--- src/rtl/pra_pkg.sv ---
package pra_pkg;

    typedef enum logic [1:0] {
        OP_ALLOCATE = 2'd0,
        OP_CHECK    = 2'd1,
        OP_INIT     = 2'd2,
        OP_NONE     = 2'd3
    } pra_op_t;

    typedef struct packed {
        logic        valid;
        logic        hit;
        logic [31:0] addr;
    } pra_token_t;

    typedef struct packed {
        logic        en;
        logic        clear;
        logic [31:0] first;
        logic [31:0] last;
    } pra_write_t;

endpackage

--- src/rtl/pra_cell.sv ---
module pra_cell #(
    parameter int IDX_W = 9,
    parameter int IDX   = 0
) (
    input  logic               clk,
    input  logic               rst_n,
    input  pra_pkg::pra_write_t wr,
    input  logic [IDX_W-1:0]   wr_index,
    input  pra_pkg::pra_token_t tok_in,
    output pra_pkg::pra_token_t tok_out
);
    import pra_pkg::*;

    logic [31:0] first_reg;
    logic [31:0] last_reg;
    logic        valid_reg;
    pra_token_t  tok_reg;
    pra_token_t  tok_next;
    logic        sel;

    assign sel = wr.en && (wr_index == IDX_W'(IDX));

    always_comb
    begin
        tok_next     = tok_in;
        tok_next.hit = tok_in.hit | (valid_reg && (tok_in.addr >= first_reg)
                                    && (tok_in.addr < last_reg));
    end

    always_ff @(posedge clk or negedge rst_n)
    begin
        if (!rst_n)
        begin
            valid_reg <= 1'b0;
            tok_reg   <= '0;
        end
        else
        begin
            tok_reg <= tok_next;
            if (sel)
                valid_reg <= 1'b1;
            else if (wr.clear)
                valid_reg <= 1'b0;
        end
    end

    always_ff @(posedge clk)
    begin
        if (sel)
        begin
            first_reg <= wr.first;
            last_reg  <= wr.last;
        end
    end

    assign tok_out = tok_reg;

endmodule

--- config.mk ---
export PLATFORM = sky130hd
export DESIGN_NAME = pra_cell
export DESIGN_NICKNAME = d
export VERILOG_FILES = /design/src/rtl/pra_pkg.sv /design/src/rtl/pra_cell.sv
export SDC_FILE = /design/constraint.sdc
export NUM_CORES = 1
export LEC_CHECK = 0
export BUFFER_PORTS_ARGS = -buffer_cell sky130_fd_sc_hd__buf_2
export CORE_ASPECT_RATIO = 1.1
export CORE_MARGIN = 4
export CORE_UTILIZATION = 47
export CTS_BUF_LIST = sky130_fd_sc_hd__clkbuf_8
export DETAILED_ROUTE_END_ITERATION = 10
export PLACE_DENSITY_LB_ADDON = 0.12
export RECOVER_POWER = 25
export SYNTH_ARGS = -nofsm -noshare
export SYNTH_HDL_FRONTEND = slang
export SYNTH_SLANG_ARGS = --single-unit
export TNS_END_PERCENT = 20
--- constraint.sdc ---
create_clock -name clk -period 1.9 [get_ports clk]
set_clock_uncertainty 0.1 [all_clocks]
set_input_delay 0.095 -clock clk [delete_from_list [all_inputs] [get_ports clk]]
set_output_delay 0.095 -clock clk [all_outputs]
set_load 0.01 [all_outputs]
* Word-level counts from Yosys, hierarchy flattened
Index checks and enable logic that the tools add are counted.
Word-level totals: bits in registers 99, input port bits 111, output and inout bits 34, logic and storage cells 16
Cells by class: magnitude comparators 2, muxes and demuxes 2, bitwise operators 1, reductions and logical operators 5
Operators by type and width (count):
- $ge A32 B32 Y1 | 1
- $lt A32 B32 Y1 | 1
- $logic_not A9 Y1 | 1
- $logic_and A1 B1 Y1 | 3
- $mux W1 | 2
- $reduce_bool A2 Y1 | 1
- $or A1 B1 Y1 | 1

* Depth between registers and ports, before layout
Gate-level depths: netlist of the first run.
depth in word-level cells 4, gate-level depth with buffers 8, gate-level depth less buffers 8

* Worst setup path before layout of the first run
OpenSTA, ideal clock, no wires.
path kind input to register, start point input port wr_index[1], end point register first_reg[0] (enable), setup time 0.431 ns, data arrival time 1.982 ns, data required time 1.369 ns, path slack -0.613 ns, stages on the path 2, buffers on the path 0, cells stage by stage nor4_1 > and4b_1
Between the ends: word-level cells in the longest chain between the ends 2
Ends and longest elaborated chain:
- start, declared | RTL line pra_cell.sv:8 | input logic [IDX_W-1:0] wr_index,
- $logic_not A9 Y1 | RTL line pra_cell.sv:21 | assign sel = wr.en && (wr_index == IDX_W'(IDX));
- $logic_and A1 B1 Y1 | RTL line pra_cell.sv:21
- via sel | RTL line pra_cell.sv:19 | logic sel;
- end signal, assigned | RTL line pra_cell.sv:51 | first_reg <= wr.first;
- end, declared | RTL line pra_cell.sv:14 | logic [31:0] first_reg;
The timed path passes the listed nets, and every way through them passes these cells. A chain may end at the register's enable or synchronous reset.

==> results of run 1 <==
kinds of logic after synthesis:
family / Yosys count / share of synthesized area [%]
flip-flops: 99 / 63.8
buffers and inverters: 67 / 5.73
adder cells (fa/ha/maj): 63 / 18.0
AO/OA/AOI/OAI: 52 / 7.36
AND/OR/NAND/NOR: 44 / 5.16
cells in the mapped netlist:
cell	count
sky130_fd_sc_hd__a41oi_1	2
sky130_fd_sc_hd__nand4_1	11
sky130_fd_sc_hd__ha_1	63
sky130_fd_sc_hd__edfxtp_1	64
sky130_fd_sc_hd__nor4_1	5
sky130_fd_sc_hd__a211o_1	1
sky130_fd_sc_hd__o41ai_1	1
sky130_fd_sc_hd__a211oi_1	3
sky130_fd_sc_hd__o31ai_1	1
sky130_fd_sc_hd__a22oi_1	1
sky130_fd_sc_hd__dfrtp_1	35
sky130_fd_sc_hd__a21o_1	6
sky130_fd_sc_hd__a31oi_1	1
sky130_fd_sc_hd__nor2_1	5
sky130_fd_sc_hd__nand3_1	5
sky130_fd_sc_hd__o21ai_1	1
sky130_fd_sc_hd__nor3_1	1
sky130_fd_sc_hd__o21ai_0	7
sky130_fd_sc_hd__nand2_1	13
sky130_fd_sc_hd__inv_1	67
sky130_fd_sc_hd__o211ai_1	1
sky130_fd_sc_hd__a311oi_1	1
sky130_fd_sc_hd__nand2b_1	2
sky130_fd_sc_hd__a2111oi_0	2
sky130_fd_sc_hd__a2111oi_1	1
sky130_fd_sc_hd__nor2b_1	1
sky130_fd_sc_hd__a21oi_1	23
sky130_fd_sc_hd__and4b_1	1
worst paths after layout:
kind	cells past startpoint	slack (ps)	endpoint	startpoint
setup / recovery	8	-60	tok_out[32]	tok_in[1]
min in group asynchronous	2	280	tok_out[29]	rst_n
setup reg to reg	7	-40	tok_out[32]	first_reg[0]
max in group asynchronous	2	880	tok_out[5]	rst_n
hold / removal	3	80	tok_out[32]	tok_in[32]
hold reg to reg	1	400	valid_reg	valid_reg
through the flow:
step / cells / setup TNS, ps / hold WS (ps)
after floorplan: 325 / 0 / -301
after global placement: 590 / -141 / 103
after detailed placement: 590 / -89.0 / 112
after CTS: 705 / 0 / 33.1
after global routing: 705 / -145 / 61.0
final: 705 / -62.3 / 76.4
cells in the final DEF, fill, tap and decap left out, drive strengths merged, types with 2 or more instances in the layout:
cell and instances:
inv 68, a211oi 3, a21o 6, dfrtp 35
a41oi 2, ha 63, nand3 5, clkbuf 42
nand4 11, edfxtp 64, nor4 5, o21ai 8
a2111oi 3, nor2 5, nand2 13, a21oi 23
bufinv 2, buf 120, nand2b 2, dlygate4sd3 99
final cells by class:
type | count | area (um2)
fillers | 635 | 2410
clock inverters | 5 | 76.3
well taps | 114 | 143
inverters | 67 | 251
clock buffers | 11 | 151
flip-flops and latches | 99 | 2800
multi-input cells | 159 | 1400
repair buffers | 250 | 1740
power groups by stage:
stage / combinational (mW) / clock (mW) / sequential (mW)
floorplan: 0.100 / 0 / 2.41
finish: 0.519 / 1.53 / 2.34
detailed placement: 0.354 / 0 / 2.39
global route: 0.576 / 1.65 / 2.35
global placement: 0.343 / 0 / 2.39
CTS: 0.519 / 1.56 / 2.34
what timing repair did:
item / CTS / global route
endpoints found under the hold margin: 133 / 0
pin swaps: 6 / 6
hold buffers: 99 / 0
endpoints found under the setup margin: 1 / 1
gates resized for setup: 6 / 5
metal layers:
metal,vias to the layer above,track usage (%),share of wire (%)
met3,21,4.70,5.3
li1,1683,-,-
met2,105,38.0,54
met4,0,8.08,2.2
met1,1611,23.1,39
met5,-,0,0
tightest hold or removal path, delay by kind of cell:
kind	cells	cell delay, ps
AOI/OAI and AO/OA	1	210
buffers and inverters	1	110
and+or+nand+nor	1	70
==> flow_metrics.py, run 1 <==
metrics = {
    "run_status": {
        "run_status": "finished, violations left",
        "failed_checks": "setup timing",
    },
    "clock_tree": {
        "clock_insertion_delay_worst_skew_ps": 360,
        "worst_setup_hold_path_clk_slew_ps": 90,
        "cts-htree-levels": 3,
        "ctsRootBufferMaster": "sky130_fd_sc_hd__clkbuf_8",
        "tritoncts": "yes",
        "cts.path.max_buffers": 2,
        "post_cts.repair.setup_buffers": 0,
        "cts_num_sinks": 99,
        "numCtsBuffers": 9,
    },
    "min_path": {
        "worstHoldPathType": "primary input to register",
    },
    "cells_and_area": {
        "final_nets": 760,
        "design_area_mm2": 0.00656,
        "antenna_cells": 0,
        "flow.area_growth_from_synthesis_pct": 49.4,
        "final_layout_size_suffix_gt1_share_pct": 24.4,
        "finalCoreUtilization_pct": 73.1,
        "largest_reg_flops": 34,
    },
    "global_routing": {
        "grt_use_total_pct": 20.6,
        "grt_max_degree": 66,
        "grt_overflow_total": 0,
        "grt_pass1_vias": 3731,
        "antenna_violations_before_repair": 0,
        "grt_first_pass_wirelength_um": 17200,
    },
    "logic_synthesis": {
        "syn_area_per_cell_um2": 13.5,
        "part_of_the_yosys_area_used_for_sequential_elements_pct": 63.8,
        "synth_fp_nets": 499,
        "netlist.top_cell.by_area": "sky130_fd_sc_hd__edfxtp_1",
        "number_of_register_bits_inferred_by_synthesis": 99,
        "synth_top_cells_by_area": "sky130_fd_sc_hd__edfxtp_1 44%, sky130_fd_sc_hd__dfrtp_1 20%, sky130_fd_sc_hd__ha_1 18%",
        "yosysTopAreaCellShare_pct": 43.8,
        "synthCells": 325,
        "synth.cell_area_mm2": 0.00439,
        "yosys_warnings": 0,
        "synth_cell_type_count": 28,
    },
    "floorplanning": {
        "die_y_um": 109,
        "core_mm2": 0.00896,
        "dieArea_mm2": 0.0109,
        "pin_count": 145,
        "placement_rows": 36,
        "start_util_pct": 48.9,
        "die_width_um": 100,
    },
    "place": {
        "place_ws_ps": -89.0,
        "portBuffers": 144,
        "detailed_place.area_mm2": 0.00532,
        "dp.final_hpwl_um": 7180,
        "gpl.final_weighted_congestion": 0.823,
    },
    "power_and_ir_drop": {
        "net-switching-power_mw": 0.949,
        "p_leak_nw": 3.05,
        "p_total_mw": 4.39,
        "combinationalPowerShare_pct": 11.8,
        "intPower_mw": 3.44,
        "power.ir.vdd_worst_mv": 0.432,
        "seq_power_share_pct": 53.4,
        "power.switching_fraction_pct": 21.6,
        "pwr_density_cell_mw_per_mm2": 670,
        "share_clk_of_total_power_pct": 34.8,
    },
    "timing": {
        "hold_viol_final": 0,
        "slew_violations": 0,
        "worst_slew_pin_slew_ps": 862,
        "final_period_minus_worst_setup_slack_ps": 1960,
        "postLayoutSetupSlackWorst_ps": -62.3,
        "fmaxAchievable_mhz": 510,
        "finalSetupViolCount": 1,
        "max_slew_margin_pct": 42.5,
        "final_worst_path_period_share_pct": 103,
        "grt_setup_unrepaired": "true",
    },
    "worst_setup_path": {
        "required_ps": 2030,
        "crit_path_top_delay_cell": "sky130_fd_sc_hd__dlygate4sd3_1",
        "critPathMaxFanout": 3,
        "critical_path.cell_chain": "dlygate4sd3_1, clkbuf_1, ha_1, o211ai_1, a2111oi_1, o21ai_0, a21oi_1, a211oi_1",
        "critical_path.max_stage_delay_ps": 550,
        "worstPathArrival_ps": 2090,
        "start_kind": "primary input",
        "critical_path.top_delay_family": "compound AO/OA/AOI/OAI gates",
        "path_class": "primary input to register",
        "setup.worst_path.end_class": "register",
        "cp_buf_inv_count": 2,
    },
    "detailed_routing": {
        "drt.antenna.violating_nets": 0,
        "wl_um": 10900,
        "avg_wl_per_cell_um": 15.4,
        "drt-vias-per-instance": 4.85,
        "drc": 0,
        "detail_route.first_pass.iterations": 4,
        "detailroute.via_count": 3420,
        "first_iter_violations": 87,
    },
    "job": {
        "max-cap-violations": 0,
    },
}
Power figures use the tool's default switching activity.
==> inputs of run 2 (changes only) <==
--- a/config.mk
+++ b/config.mk
@@ -6,9 +6,11 @@
 export NUM_CORES = 1
 export LEC_CHECK = 0
 export BUFFER_PORTS_ARGS = -buffer_cell sky130_fd_sc_hd__buf_2
+export CELL_PAD_IN_SITES_DETAIL_PLACEMENT = 1
+export CELL_PAD_IN_SITES_GLOBAL_PLACEMENT = 1
 export CORE_ASPECT_RATIO = 1.1
 export CORE_MARGIN = 4
-export CORE_UTILIZATION = 47
+export CORE_UTILIZATION = 37
 export CTS_BUF_LIST = sky130_fd_sc_hd__clkbuf_8
 export DETAILED_ROUTE_END_ITERATION = 10
 export PLACE_DENSITY_LB_ADDON = 0.12
==> run 2 against run 1 <==
Against the previous run: the run still ends with setup timing left; fmax increased by 1.7%; hold slack got worse by 54 ps; non-clock buffer count increased by 5; sequential share of layout area decreased by 0.82 points; register-to-register slack improved by 20 ps; combinational power increased by 4.4%; via count increased by 2.2%; power decreased by 3.7%; flip-flop and latch count unchanged; critical path type unchanged; critical endpoint unchanged; largest cell class unchanged.
==> flow_metrics.py, run 2 (synthesis results as in run 1) <==
metrics = {
    "run_status": {
        "run_status": "finished, violations left",
        "failed_checks": "setup timing",
    },
    "place": {
        "dpl.cell_count": 632,
        "gpl.final_weighted_congestion": 0.747,
        "dp.final_hpwl_um": 8080,
        "place_ws_ps": -214,
        "detailed_place.area_mm2": 0.00541,
        "portBuffers": 144,
    },
    "power_and_ir_drop": {
        "combinationalPowerShare_pct": 12.8,
        "share_clk_of_total_power_pct": 31.8,
        "power.switching_fraction_pct": 22.5,
        "power.ir.vdd_worst_mv": 0.332,
        "intPower_mw": 3.28,
        "p_leak_nw": 3.08,
        "p_total_mw": 4.23,
        "seq_power_share_pct": 55.4,
        "net-switching-power_mw": 0.950,
        "pwr_density_cell_mw_per_mm2": 633,
    },
    "worst_setup_path": {
        "reg2reg_to": "tok_out[32]",
        "path_depth": 8,
        "crit_path_top_delay_cell": "sky130_fd_sc_hd__dlygate4sd3_1",
        "critical_path.cell_chain": "dlygate4sd3_1, buf_2, ha_1, nand4_1, o41ai_2, nor4_2, buf_4, a211oi_1",
        "start_kind": "primary input",
        "ff2ff_path_depth": 9,
        "crit-reg2reg-launch": "first_reg[19]",
        "critical_path.max_stage_delay_ps": 540,
        "worstPathArrival_ps": 2120,
        "critical_path.top_delay_family": "buffers and inverters",
        "cp_buf_inv_count": 3,
        "path_class": "primary input to register",
        "required_ps": 2090,
        "worst_setup_path_startpoint": "tok_in[26]",
        "worst_reg2reg_setup_slack_ps": -20,
        "critPathMaxFanout": 3,
        "setup.worst_path.end_class": "register",
        "crit_end": "tok_out[32]",
    },
    "floorplanning": {
        "die_width_um": 112,
        "start_util_pct": 38.0,
        "dieArea_mm2": 0.0137,
        "core_mm2": 0.0115,
        "placement_rows": 41,
        "pin_count": 145,
        "die_y_um": 122,
    },
    "clock_tree": {
        "cts_num_sinks": 99,
        "clock_insertion_delay_worst_skew_ps": 370,
        "post_cts.repair.setup_buffers": 0,
        "worst_setup_hold_path_clk_slew_ps": 90,
        "tritoncts": "yes",
        "cts.path.max_buffers": 2,
        "numCtsBuffers": 9,
        "ctsRootBufferMaster": "sky130_fd_sc_hd__clkbuf_8",
        "cts-htree-levels": 3,
    },
    "timing": {
        "hold_viol_final": 0,
        "finalSetupViolCount": 1,
        "final_period_minus_worst_setup_slack_ps": 1930,
        "final_worst_path_period_share_pct": 102,
        "grt_setup_unrepaired": "true",
        "fmaxAchievable_mhz": 518,
        "worst_hold_slack_ps": 22.1,
        "slew_violations": 0,
        "totalNegativeSetupSlack_ps": -29.7,
        "worst_slew_pin_slew_ps": 877,
        "max_slew_margin_pct": 41.5,
        "postLayoutSetupSlackWorst_ps": -29.7,
    },
    "detailed_routing": {
        "wl_um": 11900,
        "routedLengthMet1_um": 4350,
        "drt-vias-per-instance": 4.69,
        "avg_wl_per_cell_um": 15.9,
        "drt.antenna.violating_nets": 0,
        "highest-signal-layer": "met4",
        "first_iter_violations": 85,
        "met3WireLength_um": 596,
        "drc": 0,
        "detail_route.first_pass.iterations": 4,
        "met2WireLength_um": 6740,
        "detailroute.via_count": 3496,
    },
    "cells_and_area": {
        "design_area_mm2": 0.00668,
        "final_layout_size_suffix_gt1_share_pct": 27.5,
        "final_cell_count_no_fill": 746,
        "commonest_cells_after_routing_fill_and_taps_aside": "117 x sky130_fd_sc_hd__buf_2, 99 x sky130_fd_sc_hd__dlygate4sd3_1, 67 x sky130_fd_sc_hd__inv_1, 64 x sky130_fd_sc_hd__edfxtp_1, 59 x sky130_fd_sc_hd__ha_1",
        "largest_reg_flops": 34,
        "layout_commonest_cell": "sky130_fd_sc_hd__buf_2",
        "flow.area_growth_from_synthesis_pct": 52.3,
        "finalCoreUtilization_pct": 57.9,
        "final_nets": 765,
        "antenna_cells": 0,
    },
    "global_routing": {
        "grt_pass1_vias": 3935,
        "grt_first_pass_wirelength_um": 19100,
        "grt_max_degree": 66,
        "grt_use_total_pct": 18.0,
        "antenna_violations_before_repair": 0,
        "grt_overflow_total": 0,
    },
    "job": {
        "max-cap-violations": 0,
    },
    "min_path": {
        "worstHoldPathType": "primary input to register",
    },
}
[run 2: cell type report]
cell class / instances / area, um2
clock inverter: 6 / 57.6
timing repair buffer: 255 / 1780
clock buffer: 10 / 138
fill: 1259 / 4860
multi-input combinational: 159 / 1470
sequential: 99 / 2800
inverter: 67 / 251
tap: 150 / 188
[run 2: tightest hold or removal path, cell delays in order]
cell and delay [ps]:
sky130_fd_sc_hd__buf_2 120, sky130_fd_sc_hd__a41oi_2 180, sky130_fd_sc_hd__a211oi_1 60
[run 2: power groups by stage]
stage	clock [mW]	combinational (mW)	sequential [mW]
after floorplan	0	0.100	2.41
after global placement	0	0.356	2.39
after detailed placement	0	0.368	2.39
after CTS	1.40	0.539	2.34
after global routing	1.49	0.605	2.35
final	1.34	0.542	2.34
[run 2: how the worst min path moves through the flow]
stage / startpoint / to / slack (ps) / cells past startpoint
2_1_floorplan: rst_n / tok_out[0] / -300 / 0
3_3_place_gp: rst_n / tok_out[25] / -70 / 1
3_5_place_dp: rst_n / tok_out[25] / -70 / 1
4_1_cts: tok_in[32] / tok_out[32] / 30 / 3
5_1_grt: tok_in[32] / tok_out[32] / 10 / 3
6_report: tok_in[32] / tok_out[32] / 20 / 3
[run 2: what timing repair did]
| item | 4_1_cts | 5_1_grt |
|---|---|---|
| gates resized for setup | 13 | 11 |
| pin swaps | 8 | 5 |
| endpoints found under the setup margin | 1 | 1 |
| hold buffers | 99 | 0 |
| endpoints found under the hold margin | 133 | 0 |
[run 2: layer usage]
metal	global-route usage [%]	up-vias
met5	0	-
met1	19.3	1694
met2	34.9	95
met4	5.63	0
li1	-	1695
met3	4.22	12
==> inputs of run 3 (changes only) <==
--- a/config.mk
+++ b/config.mk
@@ -13,7 +13,7 @@
 export CORE_UTILIZATION = 37
 export CTS_BUF_LIST = sky130_fd_sc_hd__clkbuf_8
 export DETAILED_ROUTE_END_ITERATION = 10
-export PLACE_DENSITY_LB_ADDON = 0.12
+export PLACE_DENSITY_LB_ADDON = 0.05
 export RECOVER_POWER = 25
 export SYNTH_ARGS = -nofsm -noshare
 export SYNTH_HDL_FRONTEND = slang
==> run 3 against run 2 <==
Against the previous run: the flow still finishes with violations (setup timing); die area is the same; design area shrank 0.58%; routed wire length grew 0.56%; power grew 3.7%; global-route usage is essentially flat; via count shrank 1.7%.
==> flow_metrics.py, run 3 (synthesis results as in run 1) <==
metrics = {
    "power_and_ir_drop": {
        "pwr_density_cell_mw_per_mm2": 660,
        "p_leak_nw": 3.08,
        "power.ir.vdd_worst_mv": 0.372,
        "p_total_mw": 4.38,
    },
    "cells_and_area": {
        "final_layout_size_suffix_gt1_share_pct": 25.6,
        "layout_commonest_cell": "sky130_fd_sc_hd__buf_2",
        "final_nets": 763,
        "largest_reg_flops": 34,
        "antenna_cells": 0,
        "flow.area_growth_from_synthesis_pct": 51.5,
        "commonest_cells_after_routing_fill_and_taps_aside": "114 x sky130_fd_sc_hd__buf_2, 99 x sky130_fd_sc_hd__dlygate4sd3_1, 67 x sky130_fd_sc_hd__inv_1, 64 x sky130_fd_sc_hd__edfxtp_1, 62 x sky130_fd_sc_hd__ha_1",
        "final_cell_count_no_fill": 744,
        "design_area_mm2": 0.00664,
    },
    "run_status": {
        "failed_checks": "setup timing",
        "run_status": "finished, violations left",
    },
    "global_routing": {
        "grt_pass1_vias": 3915,
        "grt_overflow_total": 0,
        "grt_first_pass_wirelength_um": 19000,
        "grt_use_total_pct": 18.1,
        "antenna_violations_before_repair": 0,
        "grt_max_degree": 66,
    },
    "timing": {
        "fmaxAchievable_mhz": 517,
        "slew_violations": 0,
        "worst_slew_pin_slew_ps": 885,
        "hold_viol_final": 0,
        "final_worst_path_period_share_pct": 102,
        "worst_hold_slack_ps": 19.2,
        "finalSetupViolCount": 1,
        "max_slew_margin_pct": 41.0,
        "final_period_minus_worst_setup_slack_ps": 1930,
        "postLayoutSetupSlackWorst_ps": -34.5,
        "grt_setup_unrepaired": "true",
    },
    "worst_setup_path": {
        "worstPathArrival_ps": 2090,
        "critical_path.max_stage_delay_ps": 530,
        "start_kind": "primary input",
        "critical_path.cell_chain": "dlygate4sd3_1, clkbuf_1, ha_1, nand4_1, nor4_1, buf_4, a21oi_1, a41oi_2, a211oi_1",
        "critPathMaxFanout": 3,
        "path_class": "primary input to register",
        "crit_path_top_delay_cell": "sky130_fd_sc_hd__dlygate4sd3_1",
        "setup.worst_path.end_class": "register",
        "required_ps": 2060,
        "ff2ff_path_depth": 7,
    },
    "clock_tree": {
        "tritoncts": "yes",
        "cts-htree-levels": 3,
        "post_cts.repair.setup_buffers": 0,
        "cts_num_sinks": 99,
        "ctsRootBufferMaster": "sky130_fd_sc_hd__clkbuf_8",
        "cts.path.max_buffers": 2,
        "numCtsBuffers": 9,
        "worst_setup_hold_path_clk_slew_ps": 90,
        "clock_insertion_delay_worst_skew_ps": 380,
    },
    "detailed_routing": {
        "detailroute.via_count": 3438,
        "drc": 0,
        "first_iter_violations": 77,
        "avg_wl_per_cell_um": 16.0,
        "wl_um": 11900,
        "drt.antenna.violating_nets": 0,
        "detail_route.first_pass.iterations": 4,
        "drt-vias-per-instance": 4.62,
    },
    "place": {
        "portBuffers": 144,
        "dp.final_hpwl_um": 8150,
        "place_ws_ps": -227,
        "detailed_place.area_mm2": 0.00538,
        "gpl.final_weighted_congestion": 0.718,
        "dpl.cell_count": 629,
    },
    "floorplanning": {
        "pin_count": 145,
        "core_mm2": 0.0115,
        "die_y_um": 122,
        "start_util_pct": 38.0,
        "die_width_um": 112,
        "dieArea_mm2": 0.0137,
        "placement_rows": 41,
    },
    "job": {
        "max-cap-violations": 0,
    },
    "min_path": {
        "worstHoldPathType": "primary input to register",
        "min_path_cells": 3,
    },
}
==> run 3: cell count changes in the layout (fill, tap and decap cells not counted), sizes merged <==
| cell | before | now |
|---|---|---|
| buf | 129 | 124 |
| clkbuf | 37 | 40 |
| bufinv | 1 | 2 |
| clkinv | 1 | 2 |
| clkinvlp | 2 | 1 |
| inv | 69 | 68 |
==> run 3: stage by stage <==
stage	setup TNS, ps	utilization [%]
after floorplan	0	-
after global placement	-240	46.6
after detailed placement	-227	46.6
after CTS	-24.4	57.7
after global routing	-188	57.6
final	-34.5	57.6
==> run 3: routing by layer <==
layer / vias to the layer above / GRT usage (%) / part of all wire [%]
met2: 93 / 35.1 / 56
met4: 0 / 5.93 / 1.3
met5: - / 0 / 0
met1: 1648 / 19.0 / 37
li1: 1686 / - / -
met3: 11 / 4.37 / 5.5
==> run 3: timing repair <==
item                       4_1_cts  5_1_grt
hold endpoints to repair       133        0
hold buffers                    99        0
gates cloned                     0        0
pin swaps                        8        3
gates resized for setup         13        4
setup endpoints to repair        1        1
==> run 3: power breakdown <==
group          internal, mW  switching (mW)  leakage [nW]  total, mW
combinational         0.306           0.227          1.98      0.532
clock                 0.769           0.741         0.113       1.51
sequential             2.33         0.00995         0.986       2.34
==> run 3: area by class of cell <==
| type | count | area, um2 |
|---|---|---|
| Fill cell | 1251 | 4900 |
| Sequential cell | 99 | 2800 |
| Timing Repair Buffer | 253 | 1760 |
| Multi-Input combinational cell | 159 | 1430 |
| Inverter | 67 | 251 |
| Tap cell | 150 | 188 |
| Clock buffer | 10 | 138 |
| Clock inverter | 6 | 81.3 |
==> run 3: worst max-delay path, delay by kind of cell <==
family                     cells  cell delay, ps
and+or+nand+nor                2             430
AOI/OAI and AO/OA              3             360
buffers and inverters          3             860
adders and majority gates      1             330
==> run 3: final timing paths <==
path	startpoint	end	slack (ps)
min in group asynchronous	rst_n	tok_out[15]	280
hold / removal	tok_in[32]	tok_out[32]	20
setup reg to reg	first_reg[0]	tok_out[32]	-10
hold reg to reg	valid_reg	valid_reg	450
max in group asynchronous	rst_n	tok_out[17]	870
setup / recovery	tok_in[29]	tok_out[32]	-30
